## config.mk

```make
export PLATFORM = sky130hd
export DESIGN_NAME = npd_ram
export DESIGN_NICKNAME = d
export VERILOG_FILES = /design/src/hw/rtl/npd_ram.sv
export SDC_FILE = /design/constraint.sdc
export NUM_CORES = 2
export LEC_CHECK = 0
export BUFFER_PORTS_ARGS = -buffer_cell sky130_fd_sc_hd__buf_4
export CAP_MARGIN = 20
export CORE_MARGIN = 2
export CORE_UTILIZATION = 60
export DETAILED_ROUTE_END_ITERATION = 10
export PLACE_DENSITY_LB_ADDON = 0.3
export RECOVER_POWER = 50
export REMOVE_ABC_BUFFERS = 1
export SLEW_MARGIN = 0
export SYNTH_ARGS = -nofsm -noshare
export SYNTH_HDL_FRONTEND = slang
export SYNTH_SLANG_ARGS = --single-unit
```

## constraint.sdc

```tcl
create_clock -name clk_i -period 5.2 [get_ports clk_i]
set_input_delay 0.52 -clock clk_i [delete_from_list [all_inputs] [get_ports clk_i]]
set_output_delay 0.52 -clock clk_i [all_outputs]
set_load 0.05 [all_outputs]
```

## src/hw/rtl/npd_ram.sv

```systemverilog
`default_nettype none
// ----------------------------------------------------------------------------
// npd_ram: generic simple dual-port RAM
// One write port, one read port, read data registered.
// ----------------------------------------------------------------------------
module npd_ram #(
  parameter int unsigned Width = 8,
  parameter int unsigned Depth = 256
) (
  input  logic                             clk_i,
  input  logic                             we_i,
  input  logic [$clog2(Depth)-1:0]         waddr_i,
  input  logic [Width-1:0]                 wdata_i,
  input  logic [$clog2(Depth)-1:0]         raddr_i,
  output logic [Width-1:0]                 rdata_o
);

  logic [Width-1:0] mem_q [Depth];

  // Write and registered read
  always_ff @(posedge clk_i) begin
    if (we_i) begin
      mem_q[waddr_i] <= wdata_i;
    end
    rdata_o <= mem_q[raddr_i];
  end

endmodule
`default_nettype wire

```

Word level (Yosys, flattened, before mapping)
Memory sizes are Yosys's and may differ from the RTL's. A register that Yosys moved wholly into a read port is not among the register bits.
Index checks and enable logic that the tools add are counted.
- bits in registers: 0
- RAM bits: 2048
- bits of input ports: 26
- output and inout bits: 8
- memories: 1
- multiplexer cells: 2
- memories (name ; depth ; bits a word ; rd ports ; clocked after Yosys merged registers in ; write ports ; RTL line ; RTL):
    mem_q ; 256 ; 8 ; 1 ; 1 ; 1 ; 18 ; logic [Width-1:0] mem_q [Depth];
- operator list (operator ; number):
    $mux 1 ; 2

Depth between registers and ports, before layout
- depth in word-level cells: 2
- gate-level depth with buffers: 11
- depth with buffers taken out: 6

Least setup slack after synthesis
No wires, ideal clock.
- kind: input port to flip-flop
- from: input port raddr_i[0]
- to: register rdata_o[2], read port of mem_q
- library setup time: 0.131 ns
- arrival: 2.327 ns
- path slack: 2.742 ns
- stages: 9
- path buffers: 4
- path through: buf_6 > buf_12 > buf_8 > buf_2 > mux4_2 > a22oi_1 > a21oi_1 > nor4_1 > nor4_2
- RTL lines (what ; RTL line ; RTL):
    from (decl) ; 14 ; input logic [$clog2(Depth)-1:0] raddr_i,
    to (decl) ; 15 ; output logic [Width-1:0] rdata_o

Final worst setup path
- from: input port wdata_i[5]
- to: memory mem_q[33][5] (data pin)
- RTL lines (what ; RTL line ; RTL):
    from (decl) ; 13 ; input logic [Width-1:0] wdata_i,
    to (decl) ; 18 ;
No word-level cell before the write port.

==> qor.yml <==
ant_nets: 0
grt_pass1_wl_mm: 281.4
yosysWarningCount: 0
cts_hold_buf: 0
tns_ns: 0
rrSetupSlack_ns: 2.35
grt_pass1_vias: 39480
setup_viol: 0
clk_latency_ns: 0.82
place_hpwl_mm: 114.1
cp-end-kind: "flop"
coreArea_sq_um: 131500
status: "finished, violations left"
cp_data_required_time_ns: 5.68
r2r-end: "rdata_o[1]$_DFF_P_"
r2r_cells: 5
syn_inst: 3733
cts_root_buffer: "clkbuf_16"
ys_types: 55
die_h_microns: 368.1
clk_pin_slew_worst_paths_ns: 0.06
synth_seq_cells: 2056
critical_path.cell_chain: "clkdlybuf4s25_1 -> buf_12"
rsz0062_at_grt: "false"
drive_above_1_share_pct: 22.25
pwr_density_cell_nw_per_um2: 389.6
port_buffers: 33
min_to: "mem_q[160][6]$_DFFE_PP_"
min_period_over_period_pct: 76.08
viasPerCell: 6.865
power_uw: 34320
cts.sinks: 2056
numCtsBuffers: 194
cts_setup_buffers: 0
crit_family: "buffers and inverters"
critPathMaxFanout: 156
cts_tree: "yes"
gr-total-overflow: 0
finalWorstSetupSlack_ns: 1.244
hold_viol: 0
synth_edf_count: 2048
cpPeakStageDelay_ns: 3.06
slew_headroom_pct: -182.7
vias: 39490
cp_num_buf_inv: 2
place_congestion: 0.8980
wl_per_cell_microns: 33.86
clock_skew_ns: 0.03187
final_util_pct: 67.00
min_from: "wdata_i[6]"
ioPinCount: 34
firstDrtPassIters: 6
crit_slowest_cell: "clkdlybuf4s25_1"
violations: "max-capacitance violations, max-slew violations"
chipWidth_microns: 368.1
antenna_found_initial: 10
ys_seq_area_share_pct: 77.50
grt_max_degree: 157
max_freq_mhz: 252.8
worstSetupPathType: "in -> reg"
r2r_start: "mem_q[168][1]$_DFFE_PP_"
ir_worst_vdd_v: 0.0003206
areaGrowthSynthToFinish_pct: 10.72
htree_levels: 4
cts.path.max_buffers: 3
worst_pin_slew_ns: 4.241
initial_core_util_pct: 60.52
grt_usage_pct: 29.15
drt_iter0_drc: 5968
leakage_uw: 0.02716
drc: 0
holdCritPathClass: "in -> reg"
async_reset_ff_share_pct: 0
synth_area_sq_um: 79560
fp-row-count: 133
ys.flop_type: "edfxtp_1"
cp_data_arrival_time_ns: 4.44
avgSynthCellArea_sq_um: 21.31
pre_cts_slack_ns: 1.100
startpoint_type: "input pin"
finalNetCount: 3863
fill_cells: 8024
min_period_ns: 3.956
maxSlewViolCount: 1056
max_cap_viol_count: 9
cts.repair.resized: 0
drt_wl_total_mm: 194.8
holdPathStages: 1
dieArea_sq_um: 135500
[per-layer routing]
layer,GRT usage [%],share of wire (%),vias up
met5,0,0.040,-
met4,10.48,3.9,12
met3,6.496,11,443
met2,46.01,49,2548
met1,40.75,36,20590
li1,-,-,15900
[logic make-up after synthesis]
family | share of synthesized area, %
multiplexers | 14.62
flip-flops | 77.50
AO/OA/AOI/OAI | 3.419
AND/OR/NAND/NOR | 2.628
buffers and inverters | 1.831
[per-stage QoR]
| step | cell area, sq um | cells | hold slack, ns |
|---|---|---|---|
| 5_1_grt | 88080 | 5750 | 0.4294 |
| 4_1_cts | 88100 | 5743 | 0.3844 |
| 3_3_place_gp | 81620 | 5382 | 0.9959 |
| 6_report | 88080 | 5753 | 0.3923 |
| 3_5_place_dp | 81670 | 5389 | 1.032 |
| 2_1_floorplan | 78110 | 3500 | 0.6189 |
[flip-flops by register name, indices dropped and copies added (netlist names)]
register,flops
mem_q,2048
rdata_o,8
[synth_stat cells (all sizes together), types with 4 or more instances]
library cell	number	area share, %
buf	122	1.3
nor2	282	1.3
nor4	27	0.24
mux4	456	13
nand2b	8	0.063
edfxtp	2048	77
a22o	8	0.088
o221ai	47	0.53
or2	4	0.031
mux2i	134	1.7
a221oi	14	0.16
a22oi	133	1.3
nor2b	31	0.24
nand3	34	0.21
o211ai	10	0.094
a21oi	96	0.60
o22a	5	0.055
a211oi	16	0.15
dfxtp	8	0.20
nand4	10	0.079
o21ai	12	0.075
nor3	22	0.14
o22ai	28	0.22
a2111oi	5	0.066
and2	6	0.047
o32ai	5	0.064
nand2	33	0.16
clkbuf	111	0.52
[power by group]
group | switching, uW | leakage, uW | internal, uW
clock network | 6030 | 0.00313 | 8280
logic | 1110 | 0.00555 | 557
registers | 43.3 | 0.0185 | 18300
total | 7180 | 0.0272 | 27100
[worst max-delay path by stage]
stage                           from                      to  slack (ns)  cells past startpoint
after global routing      wdata_i[5]  mem_q[32][5]$_DFFE_PP_        0.95                      2
after floorplan           raddr_i[2]      rdata_o[6]$_DFF_P_        2.27                      6
after global placement    raddr_i[0]      rdata_o[2]$_DFF_P_        0.61                      9
after detailed placement  raddr_i[0]      rdata_o[2]$_DFF_P_        1.10                      9
after CTS                 raddr_i[0]      rdata_o[2]$_DFF_P_        1.97                      9
final                     wdata_i[5]  mem_q[33][5]$_DFFE_PP_        1.24                      2
[placed cells by master (no fill, tap or decap), drive strengths merged, types with 11 or more instances in the layout]
| cell | synthesis | routed |
|---|---|---|
| a221oi | 14 | 14 |
| clkbuf | 111 | 267 |
| o21ai | 12 | 12 |
| inv | 1 | 11 |
| nand3 | 34 | 34 |
| nor3 | 22 | 22 |
| buf | 122 | 122 |
| clkinv | 1 | 67 |
| edfxtp | 2048 | 2048 |
| bufinv | 0 | 23 |
| a21oi | 96 | 96 |
| o221ai | 47 | 47 |
| a211oi | 16 | 16 |
| mux4 | 456 | 456 |
| nand2 | 33 | 33 |
| o22ai | 28 | 28 |
| mux2i | 134 | 134 |
| nor2 | 282 | 282 |
| a22oi | 133 | 133 |
| nor4 | 27 | 27 |
| nor2b | 31 | 31 |
[area by class of cell]
class                           count  area (sq um)  share of cell area (%)
Sequential cell                  2056         61660                   70.00
Clock buffer                      249          5256                   5.967
Tap cell                         1755          2196                   2.493
Timing Repair Buffer              141          1286                   1.460
Antenna cell                        3         7.507                0.008523
Clock inverter                    105          1167                   1.325
Multi-Input combinational cell   1442         16500                   18.74
Inverter                            2         7.507                0.008523
No activity file was read; power rests on OpenSTA's default activity.
